## src/sv/pvsh_pkg.sv

```systemverilog
`timescale 1ns / 1ps
// ----------------------------------------------------------------------------
// pvsh_pkg
// Shared types and constants for the pose velocity block with spike hold:
// microcode word layout, sequencer status and register indexes.
// ----------------------------------------------------------------------------
package pvsh_pkg;

    localparam int AXES = 3;

    localparam logic               REG_PEAK_THRESHOLD = 1'b0;
    localparam logic               REG_HEIGHT_OFFSET  = 1'b1;

    localparam logic signed [20:0] USEC_PER_S = 21'sd1000000;
    localparam logic [4:0]         QUO_MSB    = 5'd30;
    localparam logic [1:0]         AXIS_LAST  = 2'd2;

    localparam logic [1:0]         PHASE_EMPTY   = 2'd0;
    localparam logic [1:0]         PHASE_ONE     = 2'd1;
    localparam logic [1:0]         PHASE_RUNNING = 2'd2;

    localparam logic [31:0]        SAT_MAX = 32'h7FFF_FFFF;
    localparam logic [31:0]        SAT_MIN = 32'h8000_0000;

    typedef logic [3:0] step_t;

    typedef enum logic [3:0] {
        OP_NONE   = 4'd0,
        OP_LATCH  = 4'd1,
        OP_DIFF   = 4'd2,
        OP_MUL    = 4'd3,
        OP_PREP   = 4'd4,
        OP_DIV    = 4'd5,
        OP_FRESH  = 4'd6,
        OP_SPIKE  = 4'd7,
        OP_COMMIT = 4'd8,
        OP_FIRST  = 4'd9,
        OP_ZERO   = 4'd10
    } ctl_op_t;

    typedef enum logic [2:0] {
        C_NEXT     = 3'd0,
        C_WAIT_IN  = 3'd1,
        C_PHASE0   = 3'd2,
        C_DT_ZERO  = 3'd3,
        C_DIV_MORE = 3'd4,
        C_AXIS_MORE = 3'd5,
        C_OUT_WAIT = 3'd6
    } ctl_cond_t;

    typedef struct packed {
        ctl_op_t   op;
        ctl_cond_t cond;
        step_t     target;
    } ucode_word_t;

    typedef struct packed {
        logic in_fire;
        logic phase0;
        logic dt_zero;
        logic div_more;
        logic axis_more;
        logic out_busy;
    } seq_status_t;

endpackage

```

## src/sv/pvsh_ucode.sv

```systemverilog
`timescale 1ns / 1ps
// ----------------------------------------------------------------------------
// pvsh_ucode
// Step counter and control store: one control word per step, with
// conditional jumps on datapath status.
// ----------------------------------------------------------------------------
module pvsh_ucode
    import pvsh_pkg::*;
(
    input  logic        clk,
    input  logic        rst_n,
    input  seq_status_t status,
    output ucode_word_t ctl
);

    localparam step_t STEP_WAIT   = 4'd0;
    localparam step_t STEP_CHK0   = 4'd1;
    localparam step_t STEP_CHK1   = 4'd2;
    localparam step_t STEP_DIFF   = 4'd3;
    localparam step_t STEP_MUL    = 4'd4;
    localparam step_t STEP_PREP   = 4'd5;
    localparam step_t STEP_DIV    = 4'd6;
    localparam step_t STEP_FRESH  = 4'd7;
    localparam step_t STEP_SPIKE  = 4'd8;
    localparam step_t STEP_COMMIT = 4'd9;
    localparam step_t STEP_FIRST  = 4'd10;
    localparam step_t STEP_ZERO   = 4'd11;

    step_t pc_reg;
    step_t pc_next;
    step_t pc_inc;

    function automatic ucode_word_t rom(input step_t pc);
        ucode_word_t w;
        case (pc)
            STEP_WAIT:   w = '{OP_LATCH,  C_WAIT_IN,   STEP_WAIT};
            STEP_CHK0:   w = '{OP_NONE,   C_PHASE0,    STEP_FIRST};
            STEP_CHK1:   w = '{OP_NONE,   C_DT_ZERO,   STEP_ZERO};
            STEP_DIFF:   w = '{OP_DIFF,   C_NEXT,      STEP_WAIT};
            STEP_MUL:    w = '{OP_MUL,    C_NEXT,      STEP_WAIT};
            STEP_PREP:   w = '{OP_PREP,   C_NEXT,      STEP_WAIT};
            STEP_DIV:    w = '{OP_DIV,    C_DIV_MORE,  STEP_DIV};
            STEP_FRESH:  w = '{OP_FRESH,  C_AXIS_MORE, STEP_DIFF};
            STEP_SPIKE:  w = '{OP_SPIKE,  C_NEXT,      STEP_WAIT};
            STEP_COMMIT: w = '{OP_COMMIT, C_OUT_WAIT,  STEP_WAIT};
            STEP_FIRST:  w = '{OP_FIRST,  C_OUT_WAIT,  STEP_WAIT};
            STEP_ZERO:   w = '{OP_ZERO,   C_OUT_WAIT,  STEP_WAIT};
            default:     w = '{OP_NONE,   C_OUT_WAIT,  STEP_WAIT};
        endcase
        return w;
    endfunction

    assign ctl    = rom(pc_reg);
    assign pc_inc = pc_reg + 4'd1;

    always_comb
    begin
        case (ctl.cond)
            C_NEXT:      pc_next = pc_inc;
            C_WAIT_IN:   pc_next = status.in_fire   ? pc_inc     : pc_reg;
            C_PHASE0:    pc_next = status.phase0    ? ctl.target : pc_inc;
            C_DT_ZERO:   pc_next = status.dt_zero   ? ctl.target : pc_inc;
            C_DIV_MORE:  pc_next = status.div_more  ? ctl.target : pc_inc;
            C_AXIS_MORE: pc_next = status.axis_more ? ctl.target : pc_inc;
            C_OUT_WAIT:  pc_next = status.out_busy  ? pc_reg     : ctl.target;
            default:     pc_next = STEP_WAIT;
        endcase
    end

    always_ff @(posedge clk or negedge rst_n)
    begin
        if (!rst_n)
        begin
            pc_reg <= STEP_WAIT;
        end
        else
        begin
            pc_reg <= pc_next;
        end
    end

endmodule

```

## src/sv/pvsh_datapath.sv

```systemverilog
`timescale 1ns / 1ps
// ----------------------------------------------------------------------------
// pvsh_datapath
// Working registers, shared multiplier, serial divider, spike compare and
// output register, driven by the control word of the current step.
// ----------------------------------------------------------------------------
module pvsh_datapath
    import pvsh_pkg::*;
(
    input  logic          clk,
    input  logic          rst_n,
    input  ucode_word_t   ctl,
    output seq_status_t   status,
    input  logic          cfg_we,
    input  logic          cfg_index,
    input  logic [31:0]   cfg_data,
    input  logic          s_axis_tvalid,
    output logic          s_axis_tready,
    input  logic [127:0]  s_axis_tdata,
    output logic          m_axis_tvalid,
    input  logic          m_axis_tready,
    output logic [191:0]  m_axis_tdata,
    output logic [0:0]    m_axis_tuser
);

    logic [30:0]        thr_reg;
    logic signed [31:0] hoff_reg;
    logic [1:0]         phase_reg;
    logic [31:0]        last_stamp_reg;
    logic signed [31:0] last_pos_reg  [AXES];
    logic signed [31:0] last_diff_reg [AXES];
    logic signed [31:0] held_reg      [AXES];
    logic signed [31:0] fresh_reg     [AXES];

    logic [31:0]        stamp_in_reg;
    logic signed [31:0] pos_in_reg [AXES];
    logic [31:0]        dt_reg;
    logic [1:0]         axis_reg;
    logic signed [32:0] d_reg;
    logic signed [52:0] prod_reg;
    logic [30:0]        mag_reg;
    logic               neg_reg;
    logic               cap_reg;
    logic [31:0]        rem_reg;
    logic [30:0]        quo_reg;
    logic [4:0]         cnt_reg;
    logic               spike_reg;

    logic               out_valid_reg;
    logic [191:0]       out_data_reg;
    logic               out_spike_reg;

    logic               in_fire;
    logic               out_busy;
    logic               commit_en;
    logic signed [52:0] prod_full;
    logic [51:0]        mag_full;
    logic [30:0]        low_bits;
    logic [32:0]        trial;
    logic               trial_ge;
    logic [31:0]        trial_sub;
    logic [31:0]        q_pos;
    logic [31:0]        q_val;
    logic [32:0]        zdiff;
    logic [31:0]        cal_z;
    logic               over [AXES];
    logic signed [31:0] vel_out [AXES];

    assign s_axis_tready = (ctl.op == OP_LATCH);
    assign in_fire       = s_axis_tvalid && s_axis_tready;
    assign out_busy      = out_valid_reg && !m_axis_tready;
    assign commit_en     = ((ctl.op == OP_COMMIT) || (ctl.op == OP_FIRST)
                            || (ctl.op == OP_ZERO)) && !out_busy;

    assign status.in_fire   = in_fire;
    assign status.phase0    = (phase_reg == PHASE_EMPTY);
    assign status.dt_zero   = (dt_reg == 32'd0);
    assign status.div_more  = (cnt_reg != 5'd0);
    assign status.axis_more = (axis_reg != AXIS_LAST);
    assign status.out_busy  = out_busy;

    assign m_axis_tvalid = out_valid_reg;
    assign m_axis_tdata  = out_data_reg;
    assign m_axis_tuser  = out_spike_reg;

    assign prod_full = d_reg * USEC_PER_S;
    assign mag_full  = prod_reg[52] ? 52'(-prod_reg) : prod_reg[51:0];
    assign low_bits  = mag_reg;
    assign trial     = {rem_reg, low_bits[cnt_reg]};
    assign trial_ge  = (trial >= {1'b0, dt_reg});
    assign trial_sub = trial[31:0] - dt_reg;

    assign q_pos = {1'b0, quo_reg};

    always_comb
    begin
        if (neg_reg)
        begin
            q_val = cap_reg ? SAT_MIN : 32'(-q_pos);
        end
        else
        begin
            q_val = cap_reg ? SAT_MAX : q_pos;
        end
    end

    assign zdiff = {pos_in_reg[2][31], pos_in_reg[2]} - {hoff_reg[31], hoff_reg};

    always_comb
    begin
        if (zdiff[32] != zdiff[31])
        begin
            cal_z = zdiff[32] ? SAT_MIN : SAT_MAX;
        end
        else
        begin
            cal_z = zdiff[31:0];
        end
    end

    always_comb
    begin
        logic signed [31:0] base;
        logic [32:0]        jump;
        logic [32:0]        jump_abs;
        for (int i = 0; i < AXES; i++)
        begin
            base     = (phase_reg == PHASE_ONE) ? fresh_reg[i] : last_diff_reg[i];
            jump     = {fresh_reg[i][31], fresh_reg[i]} - {base[31], base};
            jump_abs = jump[32] ? 33'(-jump) : jump;
            over[i]  = (jump_abs > {2'b00, thr_reg});
            case (ctl.op)
                OP_FIRST: vel_out[i] = 32'sd0;
                OP_ZERO:  vel_out[i] = held_reg[i];
                default:  vel_out[i] = spike_reg ? held_reg[i] : fresh_reg[i];
            endcase
        end
    end

    always_ff @(posedge clk or negedge rst_n)
    begin
        if (!rst_n)
        begin
            thr_reg        <= SAT_MAX[30:0];
            hoff_reg       <= 32'sd0;
            phase_reg      <= PHASE_EMPTY;
            last_stamp_reg <= 32'd0;
            out_valid_reg  <= 1'b0;
            for (int i = 0; i < AXES; i++)
            begin
                last_pos_reg[i]  <= 32'sd0;
                last_diff_reg[i] <= 32'sd0;
                held_reg[i]      <= 32'sd0;
            end
        end
        else
        begin
            if (cfg_we)
            begin
                case (cfg_index)
                    REG_PEAK_THRESHOLD: thr_reg  <= cfg_data[30:0];
                    REG_HEIGHT_OFFSET:  hoff_reg <= cfg_data;
                    default:            ;
                endcase
            end

            if (commit_en)
            begin
                out_valid_reg <= 1'b1;
            end
            else if (m_axis_tready)
            begin
                out_valid_reg <= 1'b0;
            end

            if (commit_en)
            begin
                last_stamp_reg <= stamp_in_reg;
                for (int i = 0; i < AXES; i++)
                begin
                    last_pos_reg[i] <= pos_in_reg[i];
                end
                case (ctl.op)
                    OP_FIRST:
                    begin
                        phase_reg <= PHASE_ONE;
                        for (int i = 0; i < AXES; i++)
                        begin
                            last_diff_reg[i] <= 32'sd0;
                        end
                    end
                    OP_COMMIT:
                    begin
                        if (phase_reg == PHASE_ONE)
                        begin
                            phase_reg <= PHASE_RUNNING;
                        end
                        for (int i = 0; i < AXES; i++)
                        begin
                            last_diff_reg[i] <= fresh_reg[i];
                            if (!spike_reg)
                            begin
                                held_reg[i] <= fresh_reg[i];
                            end
                        end
                    end
                    default: ;
                endcase
            end
        end
    end

    always_ff @(posedge clk)
    begin
        if (in_fire)
        begin
            stamp_in_reg  <= s_axis_tdata[31:0];
            pos_in_reg[0] <= s_axis_tdata[63:32];
            pos_in_reg[1] <= s_axis_tdata[95:64];
            pos_in_reg[2] <= s_axis_tdata[127:96];
            dt_reg        <= s_axis_tdata[31:0] - last_stamp_reg;
            axis_reg      <= 2'd0;
        end

        case (ctl.op)
            OP_DIFF:
            begin
                d_reg <= {pos_in_reg[axis_reg][31], pos_in_reg[axis_reg]}
                         - {last_pos_reg[axis_reg][31], last_pos_reg[axis_reg]};
            end
            OP_MUL:
            begin
                prod_reg <= prod_full;
            end
            OP_PREP:
            begin
                neg_reg <= prod_reg[52];
                mag_reg <= mag_full[30:0];
                cap_reg <= ({11'd0, mag_full[51:31]} >= dt_reg);
                rem_reg <= {11'd0, mag_full[51:31]};
                quo_reg <= 31'd0;
                cnt_reg <= QUO_MSB;
            end
            OP_DIV:
            begin
                rem_reg <= trial_ge ? trial_sub : trial[31:0];
                quo_reg <= {quo_reg[29:0], trial_ge};
                cnt_reg <= cnt_reg - 5'd1;
            end
            OP_FRESH:
            begin
                fresh_reg[axis_reg] <= q_val;
                axis_reg            <= axis_reg + 2'd1;
            end
            OP_SPIKE:
            begin
                spike_reg <= over[0] || over[1] || over[2];
            end
            default: ;
        endcase

        if (commit_en)
        begin
            out_data_reg  <= {vel_out[2], vel_out[1], vel_out[0],
                              cal_z, pos_in_reg[1], pos_in_reg[0]};
            out_spike_reg <= (ctl.op == OP_ZERO) || ((ctl.op == OP_COMMIT) && spike_reg);
        end
    end

endmodule

```

## src/sv/pose_velocity_spike_hold.sv

```systemverilog
`timescale 1ns / 1ps
// ----------------------------------------------------------------------------
// pose_velocity_spike_hold
// Calibrated position and finite-difference velocity with a hold on
// velocity spikes; a microcoded sequencer drives a shared datapath.
//
//   channel  dir  width  content
//   s_axis   in   128    beat: stamp_us, pos_x, pos_y, pos_z
//   m_axis   out  192+1  beat: cal_x..vel_z, tuser spike_held
//   cfg      in   1+32   write: register index, data
//
// A running beat goes from accept to the next ready through two check steps,
// three axes of difference, multiply, prepare, 31 serial divide steps and a
// saturating finish each, the spike check and output write. The first beat
// after reset goes from the first check to the output write, a beat with zero
// time step from the second. The output register holds a result while the
// next beat is taken; a final step stalls only while that register is full.
// Reset clears all history, the threshold to its maximum and the offset.
// ----------------------------------------------------------------------------
module pose_velocity_spike_hold
    import pvsh_pkg::*;
(
    input  logic         clk,
    input  logic         rst_n,
    input  logic         cfg_we,
    input  logic         cfg_index,
    input  logic [31:0]  cfg_data,
    input  logic         s_axis_tvalid,
    output logic         s_axis_tready,
    input  logic [127:0] s_axis_tdata,   // stamp_us, pos_x, pos_y, pos_z
    output logic         m_axis_tvalid,
    input  logic         m_axis_tready,
    output logic [191:0] m_axis_tdata,   // cal_x, cal_y, cal_z, vel_x, vel_y, vel_z
    output logic [0:0]   m_axis_tuser    // spike_held
);

    ucode_word_t ctl;
    seq_status_t status;

    pvsh_ucode u_ucode (
        .clk    (clk),
        .rst_n  (rst_n),
        .status (status),
        .ctl    (ctl)
    );

    pvsh_datapath u_datapath (
        .clk           (clk),
        .rst_n         (rst_n),
        .ctl           (ctl),
        .status        (status),
        .cfg_we        (cfg_we),
        .cfg_index     (cfg_index),
        .cfg_data      (cfg_data),
        .s_axis_tvalid (s_axis_tvalid),
        .s_axis_tready (s_axis_tready),
        .s_axis_tdata  (s_axis_tdata),
        .m_axis_tvalid (m_axis_tvalid),
        .m_axis_tready (m_axis_tready),
        .m_axis_tdata  (m_axis_tdata),
        .m_axis_tuser  (m_axis_tuser)
    );

endmodule

```

## config.mk

```make
export PLATFORM = sky130hd
export DESIGN_NAME = pose_velocity_spike_hold
export DESIGN_NICKNAME = d
export VERILOG_FILES = /design/src/sv/pvsh_pkg.sv /design/src/sv/pvsh_ucode.sv /design/src/sv/pvsh_datapath.sv /design/src/sv/pose_velocity_spike_hold.sv
export SDC_FILE = /design/constraint.sdc
export NUM_CORES = 2
export LEC_CHECK = 0
export ABC_CLOCK_PERIOD_IN_PS = 9700
export BUFFER_PORTS_ARGS = -buffer_cell sky130_fd_sc_hd__buf_4
export CORE_ASPECT_RATIO = 0.75
export CORE_UTILIZATION = 35
export CTS_CLUSTER_DIAMETER = 150
export DETAILED_ROUTE_END_ITERATION = 12
export GPL_TIMING_DRIVEN = 0
export PLACE_DENSITY = 0.59
export REMOVE_ABC_BUFFERS = 1
export SLEW_MARGIN = 10
export SYNTH_ARGS = -nofsm -noshare
export SYNTH_HDL_FRONTEND = slang
export SYNTH_HIERARCHICAL = 1
export SYNTH_SLANG_ARGS = --single-unit
```

## constraint.sdc

```tcl
create_clock -name clk -period 9.7 [get_ports clk]
set_clock_uncertainty 0.15 [all_clocks]
set_input_delay 0 -clock clk [delete_from_list [all_inputs] [get_ports clk]]
set_output_delay 0 -clock clk [all_outputs]
set_load 0.02 [all_outputs]
```

==> results.yml <==
layout:
  area_growth_pct: 21.0
  final_common_cell: "nand2_1"
  regArea_um2: 28700
  largest_register_ffs: 192
  nFillCells: 17200
  finalNetCount: 7611
  drive_above_1_share: 0.127
  multiInputGateArea_um2: 33300
  most-common-layout-cells: "nand2_1 (837), edfxtp_1 (627), ha_1 (560), o21ai_0 (399), inv_1 (384)"
critical_path:
  rrSetupSlack_ps: 880
  reg2reg_from: "u_datapath/phase_reg[1]"
  path_max_fanout: 46
  cp.arrival_ps: 9130
  end_kind: "flop"
  path_class: "flop to flop"
  critPathMostFrequentCell: "o21ai_0"
  worstPathRequired_ps: 10010
  critPathLaunch: "u_datapath/phase_reg[1]"
  cp-start-kind: "flop"
  cp_slowest_stage_delay_ps: 760
  r2r-end: "u_datapath/spike_reg"
  slowest_stage: "a2111oi_1"
  reg2reg_depth: 32
place:
  port_buffers: 360
  pre_cts_ws_ps: 1030
  hpwl_um: 139000
  gp_congestion: 0.890
routing:
  wl_per_cell_um: 19.9
  vias: 47900
  drtIter0Drc: 3558
  final_antenna_net_count: 0
  viasPerCell: 5.18
  routed_wl_um: 184000
  remaining_drc_errors: 0
  dr.pass1.iters: 5
grt:
  grt_max_degree: 122
  antenna_found_initial: 14
  grt_first_pass_wirelength_um: 279000
  grt_pass1_vias: 46000
  grtUsageTotal: 0.195
  gr-total-overflow: 0
floorplanning:
  num_rows: 135
  die_area_um2: 185000
  ioPinCount: 361
  die_width_um: 496
  start_util: 0.354
  floorplan.core_area_um2: 181000
  die_h_um: 373
clock_tree:
  cts_tree: "done"
  cts_resized: 0
  clk_pin_slew_ps: 60
  cts_buffers: 112
  cts_setup_buffers: 0
  clkSinkCount: 1019
  clock_path_buffers: 3
  insertion_delay_ps: 790
  cts_max_level: 3
  cts_root_buffer: "clkbuf_16"
run:
  cap_viol_max_count: 0
timing:
  layout_setup_ws_ps: 880
  rsz0062_at_grt: "false"
  worst_pin_slew_ps: 1320
  relSlewSlack: 0.119
  min_period_ps: 8820
  post-route-period-util: 0.909
  finalHoldViolCount: 0
  setup_viol: 0
  fmax_ghz: 0.113
  slew_viol_final: 0
synth:
  yosys_warnings: 6
  avgSynthCellArea_um2: 10.6
  postSynthCellCount: 6080
  netlist_area_um2: 64200
hold_path:
  hp-start: "cfg_we"
  hp-class: "input port to flop"
  hold_depth: 3
  hold-path-endpoint: "u_datapath/hoff_reg[31]"
run_status:
  status: "complete, no violations"
==> worst max path at each step <==
stage	end	slack, ps	cells past startpoint
finish	u_datapath/spike_reg	880	32
global route	u_datapath/spike_reg	330	30
CTS	u_datapath/spike_reg	990	31
detailed placement	u_datapath/spike_reg	1030	31
global placement	u_datapath/last_stamp_reg[15]	-10830	10
floorplan	u_datapath/last_stamp_reg[10]	-1150	9
==> stage by stage <==
step | utilization | instances | area, µm² | hold slack, ps | TNS (ps)
3_5_place_dp | 0.387 | 8670 | 70200 | -132 | 0
2_1_floorplan | - | 5853 | 63300 | -446 | -343170
4_1_cts | 0.428 | 9218 | 77600 | 4.90 | 0
5_1_grt | 0.428 | 9226 | 77600 | 99.7 | 0
6_report | 0.428 | 9231 | 77700 | 76.4 | 0
3_3_place_gp | 0.380 | 8610 | 69000 | 28.2 | -3816580
==> area by class of cell <==
cell class,instances,share of cell area
Multi-Input combinational cell,4447,0.429
Sequential cell,1019,0.369
Timing Repair Buffer,756,0.0929
Clock buffer,140,0.0386
Tap cell,2397,0.0386
Inverter,387,0.0188
Clock inverter,74,0.0126
Antenna cell,11,0.000354
==> routing by layer <==
layer,wire [µm],vias up,track usage
met2,76100,1232,0.278
met5,69,-,0
met3,11500,197,0.0334
met1,92700,23400,0.304
li1,-,23000,-
met4,3730,12,0.0437
==> critical path: cells and delay by family (launching register included) <==
kind / cells / cell delay, ps
buffers and inverters: 3 / 620
XOR/XNOR: 1 / 150
AO/OA/AOI/OAI: 20 / 4840
AND/OR/NAND/NOR: 5 / 1410
adder cells (fa/ha/maj): 3 / 940
flip-flops: 1 / 380
==> timing repair <==
action	CTS	global route
setup endpoints to repair	0	0
endpoints found under the hold margin	473	0
hold buffers	334	0
Power is not shown: default switching activity piles up to over one toggle a cycle in this logic, so the estimate is an artifact.
